[src/rtl/lfope_pkg.sv]
`timescale 1ns / 1ps
// ----------------------------------------------------------------------------
// lfope_pkg
// Types, constants and the control store of the LFO / portamento engine.
// ----------------------------------------------------------------------------
package lfope_pkg;

    localparam int CHANNELS   = 16;
    localparam int CH_IDX_W   = (CHANNELS > 1) ? $clog2(CHANNELS) : 1;
    localparam int CH_CMP_W   = 7;

    localparam logic [15:0] GLIDE_IDLE = 16'hffff;
    localparam logic [6:0]  PCT_SCALE  = 7'd100;
    localparam logic [15:0] MIN_PERIOD = 16'd4;

    // floor(x / 100) as (x * MAG_RECIP) >> MAG_SHIFT, exact for x up to 100 * 127
    localparam logic [12:0] MAG_RECIP  = 13'd5243;
    localparam int          MAG_SHIFT  = 19;

    localparam int DIV_W     = 23;
    localparam int DIV_CNT_W = 5;
    localparam int UPC_W     = 5;

    // pitch actions
    localparam logic [1:0] ACT_NONE    = 2'd0;
    localparam logic [1:0] ACT_FINISH  = 2'd1;
    localparam logic [1:0] ACT_GLIDE   = 2'd2;
    localparam logic [1:0] ACT_VIBRATO = 2'd3;

    // datapath operations
    localparam logic [3:0] OP_NOP       = 4'd0;
    localparam logic [3:0] OP_DIV_POS   = 4'd1;
    localparam logic [3:0] OP_SAVE_POS  = 4'd2;
    localparam logic [3:0] OP_HALF      = 4'd3;
    localparam logic [3:0] OP_DIV_QTR   = 4'd4;
    localparam logic [3:0] OP_DIV_INQ   = 4'd5;
    localparam logic [3:0] OP_MUL_MAG   = 4'd6;
    localparam logic [3:0] OP_SAVE_LFO  = 4'd7;
    localparam logic [3:0] OP_GLIDE     = 4'd8;
    localparam logic [3:0] OP_DIV_PCT   = 4'd9;
    localparam logic [3:0] OP_SAVE_PCT  = 4'd10;
    localparam logic [3:0] OP_EMIT      = 4'd11;
    localparam logic [3:0] OP_EMIT_ZERO = 4'd12;

    // sequencing conditions
    localparam logic [2:0] C_NEXT       = 3'd0;
    localparam logic [2:0] C_WAIT_DIV   = 3'd1;
    localparam logic [2:0] C_BAD_CH     = 3'd2;
    localparam logic [2:0] C_LFO_OFF    = 3'd3;
    localparam logic [2:0] C_GLIDE_SKIP = 3'd4;
    localparam logic [2:0] C_OUT_WAIT   = 3'd5;
    localparam logic [2:0] C_END        = 3'd6;

    // program labels
    localparam logic [UPC_W-1:0] ST_NONE  = 5'd0;
    localparam logic [UPC_W-1:0] ST_GLIDE = 5'd12;
    localparam logic [UPC_W-1:0] ST_EMIT  = 5'd16;
    localparam logic [UPC_W-1:0] ST_ZERO  = 5'd17;

    typedef struct packed {
        logic [3:0]  channel;
        logic [6:0]  mod_amount;
        logic [15:0] mod_speed;
        logic        mod_kind;
        logic        porta_restart;
        logic [15:0] porta_speed;
        logic [6:0]  start_note;
        logic [6:0]  target_note;
    } t_in_req;

    typedef struct packed {
        logic signed [7:0] lfo_value;
        logic [1:0]        pitch_action;
        logic [6:0]        bend_percent;
        logic signed [7:0] pitch_span;
        logic              tremolo_on;
    } t_out_req;

    typedef struct packed {
        logic [3:0]       op;
        logic [2:0]       cond;
        logic [UPC_W-1:0] target;
    } t_ucode;

    function automatic t_ucode f_ucode(input logic [UPC_W-1:0] addr);
        t_ucode w;
        unique case (addr)
            5'd0:    w = '{OP_NOP,       C_BAD_CH,     ST_ZERO};
            5'd1:    w = '{OP_NOP,       C_LFO_OFF,    ST_GLIDE};
            5'd2:    w = '{OP_DIV_POS,   C_NEXT,       ST_NONE};
            5'd3:    w = '{OP_NOP,       C_WAIT_DIV,   ST_NONE};
            5'd4:    w = '{OP_SAVE_POS,  C_NEXT,       ST_NONE};
            5'd5:    w = '{OP_HALF,      C_NEXT,       ST_NONE};
            5'd6:    w = '{OP_DIV_QTR,   C_NEXT,       ST_NONE};
            5'd7:    w = '{OP_NOP,       C_WAIT_DIV,   ST_NONE};
            5'd8:    w = '{OP_DIV_INQ,   C_NEXT,       ST_NONE};
            5'd9:    w = '{OP_NOP,       C_WAIT_DIV,   ST_NONE};
            5'd10:   w = '{OP_MUL_MAG,   C_NEXT,       ST_NONE};
            5'd11:   w = '{OP_SAVE_LFO,  C_NEXT,       ST_NONE};
            5'd12:   w = '{OP_GLIDE,     C_GLIDE_SKIP, ST_EMIT};
            5'd13:   w = '{OP_DIV_PCT,   C_NEXT,       ST_NONE};
            5'd14:   w = '{OP_NOP,       C_WAIT_DIV,   ST_NONE};
            5'd15:   w = '{OP_SAVE_PCT,  C_NEXT,       ST_NONE};
            5'd16:   w = '{OP_EMIT,      C_OUT_WAIT,   ST_NONE};
            5'd17:   w = '{OP_EMIT_ZERO, C_OUT_WAIT,   ST_NONE};
            default: w = '{OP_NOP,       C_END,        ST_NONE};
        endcase
        return w;
    endfunction

endpackage

[src/rtl/lfo_portamento_effect_engine.sv]
`timescale 1ns / 1ps
// ----------------------------------------------------------------------------
// lfo_portamento_effect_engine
// Per-channel triangle LFO (vibrato / tremolo) and portamento, run by a
// microcoded sequencer around one shared restoring divider.
// ----------------------------------------------------------------------------
// One request is one refresh tick of one channel. The block works on one
// request at a time: the result register is loaded once the program for the
// request has run, and waits while a stalled earlier result still holds it.
// The time is set by the 23-iteration divider: a tick with the LFO on divides
// three times (phase modulo period, phase modulo quarter period, triangle
// slope), a glide that runs on with a nonzero duration divides once more for
// its percent, and the depth scaling is a reciprocal multiply. A channel out
// of range is answered with an all-zero result and no division.
// A new request is taken as soon as the previous one has been placed in the
// result register, even while that result is still stalled.
module lfo_portamento_effect_engine
    import lfope_pkg::*;
(
    input  logic     i_clk,
    input  logic     i_rst_n,
    input  logic     i_cfg_we,
    input  logic [7:0] i_cfg_data,
    input  logic     i_in_valid,
    output logic     o_in_stall,
    input  t_in_req  i_in,
    output logic     o_out_valid,
    input  logic     i_out_stall,
    output t_out_req o_out
);

    logic [7:0]           r_refresh_step;
    logic [15:0]          r_phase [CHANNELS];
    logic [15:0]          r_glide [CHANNELS];

    logic                 r_busy;
    logic [UPC_W-1:0]     r_upc;
    logic [UPC_W-1:0]     n_upc;
    t_in_req              r_in;
    t_ucode               uc;

    logic                 r_out_valid;
    t_out_req             r_out;

    logic [DIV_W-1:0]     r_dq;
    logic [15:0]          r_rem;
    logic [15:0]          r_dvs;
    logic [DIV_CNT_W-1:0] r_div_cnt;
    logic                 div_start;
    logic [DIV_W-1:0]     div_dvd;
    logic [15:0]          div_dvs;
    logic [16:0]          div_trial;
    logic                 div_ge;

    logic [15:0]          r_pos;
    logic [15:0]          r_h;
    logic                 r_neg;
    logic                 r_fall;
    logic [13:0]          r_prod;
    logic signed [7:0]    r_lfo;
    logic [1:0]           r_action;
    logic [6:0]           r_pct;
    logic [15:0]          r_gpos;

    logic [CH_IDX_W-1:0]  ch_idx;
    logic                 bad_ch;
    logic                 lfo_off;
    logic [14:0]          half;
    logic [13:0]          quarter;
    logic [15:0]          h1;
    logic [15:0]          h2;
    logic [6:0]           tri_mag;
    logic [26:0]          mag_scaled;
    logic [6:0]           mag;
    logic [15:0]          gp;
    logic [16:0]          gpos;
    logic                 g_idle;
    logic                 g_end;
    logic                 g_skip;
    logic                 out_free;
    logic                 take_in;
    logic                 emit;

    assign ch_idx   = CH_IDX_W'(r_in.channel);
    assign bad_ch   = CH_CMP_W'(r_in.channel) >= CH_CMP_W'(CHANNELS);
    assign lfo_off  = (r_in.mod_amount == '0) || (r_in.mod_speed < MIN_PERIOD);
    assign half     = r_in.mod_speed[15:1];
    assign quarter  = r_in.mod_speed[15:2];
    assign h1       = (r_rem >= {1'b0, half}) ? r_rem - {1'b0, half} : r_rem;
    assign h2       = (r_h >= {1'b0, half}) ? r_h - {1'b0, half} : r_h;
    assign tri_mag  = r_fall ? PCT_SCALE - r_dq[6:0] : r_dq[6:0];
    assign mag_scaled = 27'(r_prod) * 27'(MAG_RECIP);
    assign mag      = mag_scaled[MAG_SHIFT +: 7];

    assign gp       = r_in.porta_restart ? '0 : r_glide[ch_idx];
    assign gpos     = {1'b0, gp} + {9'b0, r_refresh_step};
    assign g_idle   = gp == GLIDE_IDLE;
    assign g_end    = gpos > {1'b0, r_in.porta_speed};
    assign g_skip   = g_idle || g_end || (r_in.porta_speed == '0);

    assign out_free = !r_out_valid || !i_out_stall;
    assign take_in  = !r_busy && i_in_valid;
    assign uc       = f_ucode(r_upc);
    assign emit     = r_busy && (uc.op == OP_EMIT || uc.op == OP_EMIT_ZERO) && out_free;

    assign div_trial = {r_rem, r_dq[DIV_W-1]};
    assign div_ge    = div_trial >= {1'b0, r_dvs};

    always_comb begin
        div_start = 1'b0;
        div_dvd   = '0;
        div_dvs   = r_in.mod_speed;
        if (r_busy) begin
            unique case (uc.op)
                OP_DIV_POS: begin
                    div_start = 1'b1;
                    div_dvd   = DIV_W'(r_phase[ch_idx]) + DIV_W'(r_refresh_step);
                    div_dvs   = r_in.mod_speed;
                end
                OP_DIV_QTR: begin
                    div_start = 1'b1;
                    div_dvd   = DIV_W'(r_pos);
                    div_dvs   = 16'(quarter);
                end
                OP_DIV_INQ: begin
                    div_start = 1'b1;
                    div_dvd   = DIV_W'(r_rem) * DIV_W'(PCT_SCALE);
                    div_dvs   = 16'(quarter);
                end
                OP_DIV_PCT: begin
                    div_start = 1'b1;
                    div_dvd   = DIV_W'(r_gpos) * DIV_W'(PCT_SCALE);
                    div_dvs   = r_in.porta_speed;
                end
                default: begin
                    div_start = 1'b0;
                end
            endcase
        end
    end

    always_comb begin
        n_upc = r_upc + 1'b1;
        unique case (uc.cond)
            C_NEXT:       n_upc = r_upc + 1'b1;
            C_WAIT_DIV:   n_upc = (r_div_cnt != '0) ? r_upc : r_upc + 1'b1;
            C_BAD_CH:     n_upc = bad_ch ? uc.target : r_upc + 1'b1;
            C_LFO_OFF:    n_upc = lfo_off ? uc.target : r_upc + 1'b1;
            C_GLIDE_SKIP: n_upc = g_skip ? uc.target : r_upc + 1'b1;
            C_OUT_WAIT:   n_upc = out_free ? '0 : r_upc;
            default:      n_upc = '0;
        endcase
    end

    // sequencer and control
    always_ff @(posedge i_clk) begin
        if (!i_rst_n) begin
            r_busy         <= 1'b0;
            r_upc          <= '0;
            r_out_valid    <= 1'b0;
            r_div_cnt      <= '0;
            r_refresh_step <= 8'd1;
            for (int i = 0; i < CHANNELS; i++) begin
                r_phase[i] <= '0;
                r_glide[i] <= GLIDE_IDLE;
            end
        end else begin
            if (i_cfg_we) begin
                r_refresh_step <= i_cfg_data;
            end
            if (emit) begin
                r_out_valid <= 1'b1;
            end else if (r_out_valid && !i_out_stall) begin
                r_out_valid <= 1'b0;
            end
            if (div_start) begin
                r_div_cnt <= DIV_CNT_W'(DIV_W);
            end else if (r_div_cnt != '0) begin
                r_div_cnt <= r_div_cnt - 1'b1;
            end
            if (take_in) begin
                r_busy <= 1'b1;
                r_upc  <= '0;
            end else if (r_busy) begin
                r_upc <= n_upc;
                if (uc.cond == C_END || (uc.cond == C_OUT_WAIT && out_free)) begin
                    r_busy <= 1'b0;
                end
                if (uc.op == OP_SAVE_POS) begin
                    r_phase[ch_idx] <= r_rem;
                end
                if (uc.op == OP_GLIDE && !g_idle) begin
                    r_glide[ch_idx] <= g_end ? GLIDE_IDLE : gpos[15:0];
                end
            end
        end
    end

    // datapath
    always_ff @(posedge i_clk) begin
        if (take_in) begin
            r_in  <= i_in;
            r_lfo <= '0;
            r_pct <= '0;
        end
        if (div_start) begin
            r_dq  <= div_dvd;
            r_rem <= '0;
            r_dvs <= div_dvs;
        end else if (r_div_cnt != '0) begin
            r_dq  <= {r_dq[DIV_W-2:0], div_ge};
            r_rem <= div_ge ? 16'(div_trial - {1'b0, r_dvs}) : div_trial[15:0];
        end
        if (r_busy) begin
            unique case (uc.op)
                OP_SAVE_POS: begin
                    r_pos <= r_rem;
                    r_neg <= r_rem >= {1'b0, half};
                    r_h   <= h1;
                end
                OP_HALF: begin
                    r_fall <= h2 >= {2'b0, quarter};
                end
                OP_MUL_MAG: begin
                    r_prod <= 14'(tri_mag) * 14'(r_in.mod_amount);
                end
                OP_SAVE_LFO: begin
                    r_lfo <= r_neg ? -$signed({1'b0, mag})
                                   : $signed({1'b0, mag});
                end
                OP_GLIDE: begin
                    r_gpos <= gpos[15:0];
                    if (g_idle) begin
                        r_action <= (r_in.mod_amount != '0 && !r_in.mod_kind)
                                    ? ACT_VIBRATO : ACT_NONE;
                    end else if (g_end) begin
                        r_action <= ACT_FINISH;
                    end else begin
                        r_action <= ACT_GLIDE;
                        if (r_in.porta_speed == '0) begin
                            r_pct <= PCT_SCALE;
                        end
                    end
                end
                OP_SAVE_PCT: begin
                    r_pct <= r_dq[6:0];
                end
                OP_EMIT: begin
                    if (out_free) begin
                        r_out.lfo_value    <= r_lfo;
                        r_out.pitch_action <= r_action;
                        r_out.bend_percent <= r_pct;
                        r_out.pitch_span   <= $signed({1'b0, r_in.target_note})
                                            - $signed({1'b0, r_in.start_note});
                        r_out.tremolo_on   <= (r_in.mod_amount != '0) && r_in.mod_kind;
                    end
                end
                OP_EMIT_ZERO: begin
                    if (out_free) begin
                        r_out <= '0;
                    end
                end
                default: begin
                end
            endcase
        end
    end

    assign o_in_stall  = r_busy;
    assign o_out_valid = r_out_valid;
    assign o_out       = r_out;

    a_div_no_restart: assert property (@(posedge i_clk) disable iff (!i_rst_n)
        (r_div_cnt != '0) |-> !div_start)
        else $error("divider restarted while running");

    a_busy_stalls: assert property (@(posedge i_clk) disable iff (!i_rst_n)
        r_busy |-> o_in_stall)
        else $error("request taken while a tick is in progress");

    a_emit_from_work: assert property (@(posedge i_clk) disable iff (!i_rst_n)
        $rose(o_out_valid) |-> $past(r_busy))
        else $error("result raised without a tick in progress");

endmodule
[config.mk]
export PLATFORM = sky130hd
export DESIGN_NAME = lfo_portamento_effect_engine
export DESIGN_NICKNAME = d
export VERILOG_FILES = /design/src/rtl/lfope_pkg.sv /design/src/rtl/lfo_portamento_effect_engine.sv
export SDC_FILE = /design/constraint.sdc
export NUM_CORES = 2
export LEC_CHECK = 0
export BUFFER_PORTS_ARGS = -buffer_cell sky130_fd_sc_hd__buf_2
export CAP_MARGIN = 25
export CORE_AREA = 5 5 313 315
export CTS_BUF_LIST = sky130_fd_sc_hd__clkbuf_4 sky130_fd_sc_hd__clkbuf_8
export CTS_CLUSTER_SIZE = 40
export DETAILED_ROUTE_END_ITERATION = 16
export DIE_AREA = 0 0 318 320
export GPL_ROUTABILITY_DRIVEN = 0
export GPL_TIMING_DRIVEN = 0
export PLACE_DENSITY = 0.76
export SLEW_MARGIN = 20
export SYNTH_ARGS = -nofsm -noshare
export SYNTH_HDL_FRONTEND = slang
export SYNTH_SLANG_ARGS = --single-unit
[constraint.sdc]
create_clock -name i_clk -period 7.9 [get_ports i_clk]
set_clock_uncertainty 0.15 [all_clocks]
set_input_delay 1.975 -clock i_clk [delete_from_list [all_inputs] [get_ports i_clk]]
set_output_delay 1.975 -clock i_clk [all_outputs]
set_load 0.03 [all_outputs]
==> summary.md <==
| Metric | Value |
|---|---|
| Setup repair after global routing missed its margin | `true` |
| Commonest non-fill, non-tap cell in the layout | `edfxtp_1` |
| Io pins | `100` |
| Crit path launch type | `flop` |
| Cell row count | `113` |
| Proportion of layout cells with a drive suffix above 1 | `15.2%` |
| GRT overflow | `0` |
| Final-report max-slew violation count | `0` |
| CTS H-Tree Depth | `3` |
| Hold Crit Class | `reg2reg` |
| Worst-path fanout max | `10` |
| Final net count | `between 4000 and 5000` |
| DR WL/cell | `22.8 µm` |
| Main synth FF type | `edfxtp_1` |
| Most frequent cells in the layout | `edfxtp_1, nand2_1, inv_1, ha_1, nor3_1` |
| Mean Syn Cell Area | `11.9 µm²` |
| Via-per-instance ratio | `between 5 and 6` |
| Worst-Skew Late Latency | `0.79 ns` |
| Worst Path Arrival | `8.06 ns` |
| Max-cap violations | `0` |
| Cell area after synthesis | `0.0451 mm²` |
| Ranking of synthesized cells by area | `edfxtp_1, ha_1, mux4_2` |
| CTS Hold Bufs | `0` |
| Fmax | `between 0.1 and 0.15 GHz` |
| Synth unique cells | `86` |
| Largest area contributor in the netlist | `edfxtp_1` |
| DP Area | `0.0477 mm²` |
| P per Cell Area | `299 mW/mm²` |
| Max VDD drop | `386 µV` |
| CORE AREA | `between 0.09 and 0.1 mm²` |
| Slew margin rel. | `29.1%` |
| Die area | `0.102 mm²` |
| Crit path time final | `7.70 ns` |
| YS warnings | `0` |
| Outcome | `completed` |
| Largest net degree at the start of global routing | `46` |
| Routed wire length | `between 100000 and 150000 µm` |
| Vias post-DR | `32400` |
| Final Cycle Share | `between 90% and 100%` |
| Chip Width | `318 µm` |
| Final instance area | `0.0506 mm²` |
| CP endpoint kind | `flop` |
| DRC errors left | `0` |
| First-pass GRT wire length | `190000 µm` |
| Sum of buffers and inverters on the critical path | `7` |
| DRT Pass-1 Iters | `6` |
| Final setup fails | `0` |
| Post-DP HPWL | `92900 µm` |
| Leakage Power | `18.9 nW` |
| Cells after synthesis | `3790` |
| Critical path's largest stage delay | `between 0.6 and 0.7 ns` |
| Starting DRC count in detailed routing | `3621` |
| Hold Fails Final Rpt | `0` |
| Die Ht | `320 µm` |
| Antenna-violating nets left | `0` |
| Num CTS Buffers | `~120` |
| Worst-case clock buffer depth | `3` |
| Worst path slowest cell | `nor2_1` |
| CP top delay family | `compound AO/OA/AOI/OAI gates` |
| Fin util | `53.5%` |
| Initial antenna violation count | `3` |
| Clk sink count | `767` |
| Starting Density | `47.7%` |
| Least-Margin Pin Slew | `1.06 ns` |
| Crit path kind | `reg2reg` |
| EDFF count, synth | `between 700 and 800` |
| Vias in the first global route | `between 30000 and 40000` |
| Synthesized flop and latch total | `767` |
| Top cell type's share of synthesized area | `approximately 47%` |
| Filler cells | `7838` |
| Post-synthesis sequential area ratio | `49.7%` |
| Syn Nets | `4312` |
| Async SR Flop Fraction | `0%` |
| Area grow syn2layout | `12.3%` |
| Input/output buffers | `98` |
| CTS tree | `built` |
| Root Buffer | `clkbuf_8` |
| WP data required | `8.26 ns` |
| Clock-pin slew on the worst setup and hold paths | `0.07 ns` |
| Total global routing track utilization | `24.1%` |
per-layer routing:
metal / share of wire (%) / track usage [%]
met3: 12 / 7.06
met5: 0.021 / 0
met1: 38 / 31.9
met2: 46 / 38.1
met4: 3.9 / 8.70
synth_stat cells (all sizes together), types with 42 or more instances:
master,instances
nor2b,58
ha,336
mux2i,68
nor2,179
xnor2,82
nand2b,46
edfxtp,702
o21ai,111
mux4,139
and2,95
fa,114
a21o,42
dfxtp,65
buf,50
nor3,221
inv,364
nor4,66
clkbuf,154
a21oi,107
nand2,393
worst paths after layout:
| kind | end | slack (ns) | cells past startpoint | startpoint |
|---|---|---|---|---|
| setup / recovery | r_glide[0][5]$_SDFFCE_PN1P_ | 0.20 | 29 | flop |
| hold / removal | r_lfo[5]$_DFF_P_ | 0.31 | 2 | r_lfo[5]$_DFF_P_ |
| setup reg to reg | r_glide[0][5]$_SDFFCE_PN1P_ | 0.20 | 29 | flop |
| hold reg to reg | r_lfo[5]$_DFF_P_ | 0.31 | 2 | r_lfo[5]$_DFF_P_ |
layout make-up:
cell class | count | area (µm²) | share of cell area (%)
multi-input cells | 2444 | 20700 | 40.9
plain buffers | 200 | 957 | 1.89
diodes | 2 | 5.00 | 0.00989
repair buffers | 147 | 1000 | 1.99
flip-flops and latches | 767 | 22400 | 44.2
clock buffers | 171 | 2120 | 4.19
clock inverters | 57 | 443 | 0.875
inverters | 375 | 1410 | 2.79
well taps | 1265 | 1580 | 3.13
timing repair:
item	4_1_cts	5_1_grt
setup buffers	4	7
resized for setup	40	43
setup endpoints to repair	281	218
endpoints found under the hold margin	0	0
pin swaps	4	6
state kept, by name, summed over array words and instances, names as in the netlist, 23 cells and up, named ones only:
register,flops
r_phase,256
r_dq,23
o_out,26
r_glide,256
r_in,40
where the power goes:
part | total (W) | internal, W | switching (W)
Sequential | 0.00519 | 0.00485 | 0.000341
Clock | 0.00361 | 0.00191 | 0.00170
Combinational | 0.00633 | 0.00257 | 0.00376
per-stage QoR:
step	TNS (ns)	std cells	hold WS [ns]	worst slack, ns	total power, W
6_report	0	5428	0.308	0.202	0.0151
5_1_grt	-0.0846	5427	0.334	-0.0205	0.0161
4_1_cts	0	5416	0.311	0.00575	0.0151
3_5_place_dp	-335.51	5187	0.304	-1.59	0.0114
3_3_place_gp	-409.72	5153	0.299	-1.52	0.0113
2_1_floorplan	0	3790	0.280	0.401	0.00976
worst min-delay path, delay by kind of cell, from the launching register on:
family,cells,cell delay [ns]
AOI/OAI and AO/OA,1,0.06
and+or+nand+nor,1,0.05
DFF,1,0.30
cell families after synthesis:
| family | synth area share, % |
|---|---|
| AOI/OAI and AO/OA | 6.96 |
| xor gates and xnor gates | 2.33 |
| adders and majority gates | 14.4 |
| buffers and inverters | 5.06 |
| DFF | 49.7 |
| muxes | 9.00 |
| and+or+nand+nor | 12.6 |
No activity file was read; power rests on OpenSTA's default activity.
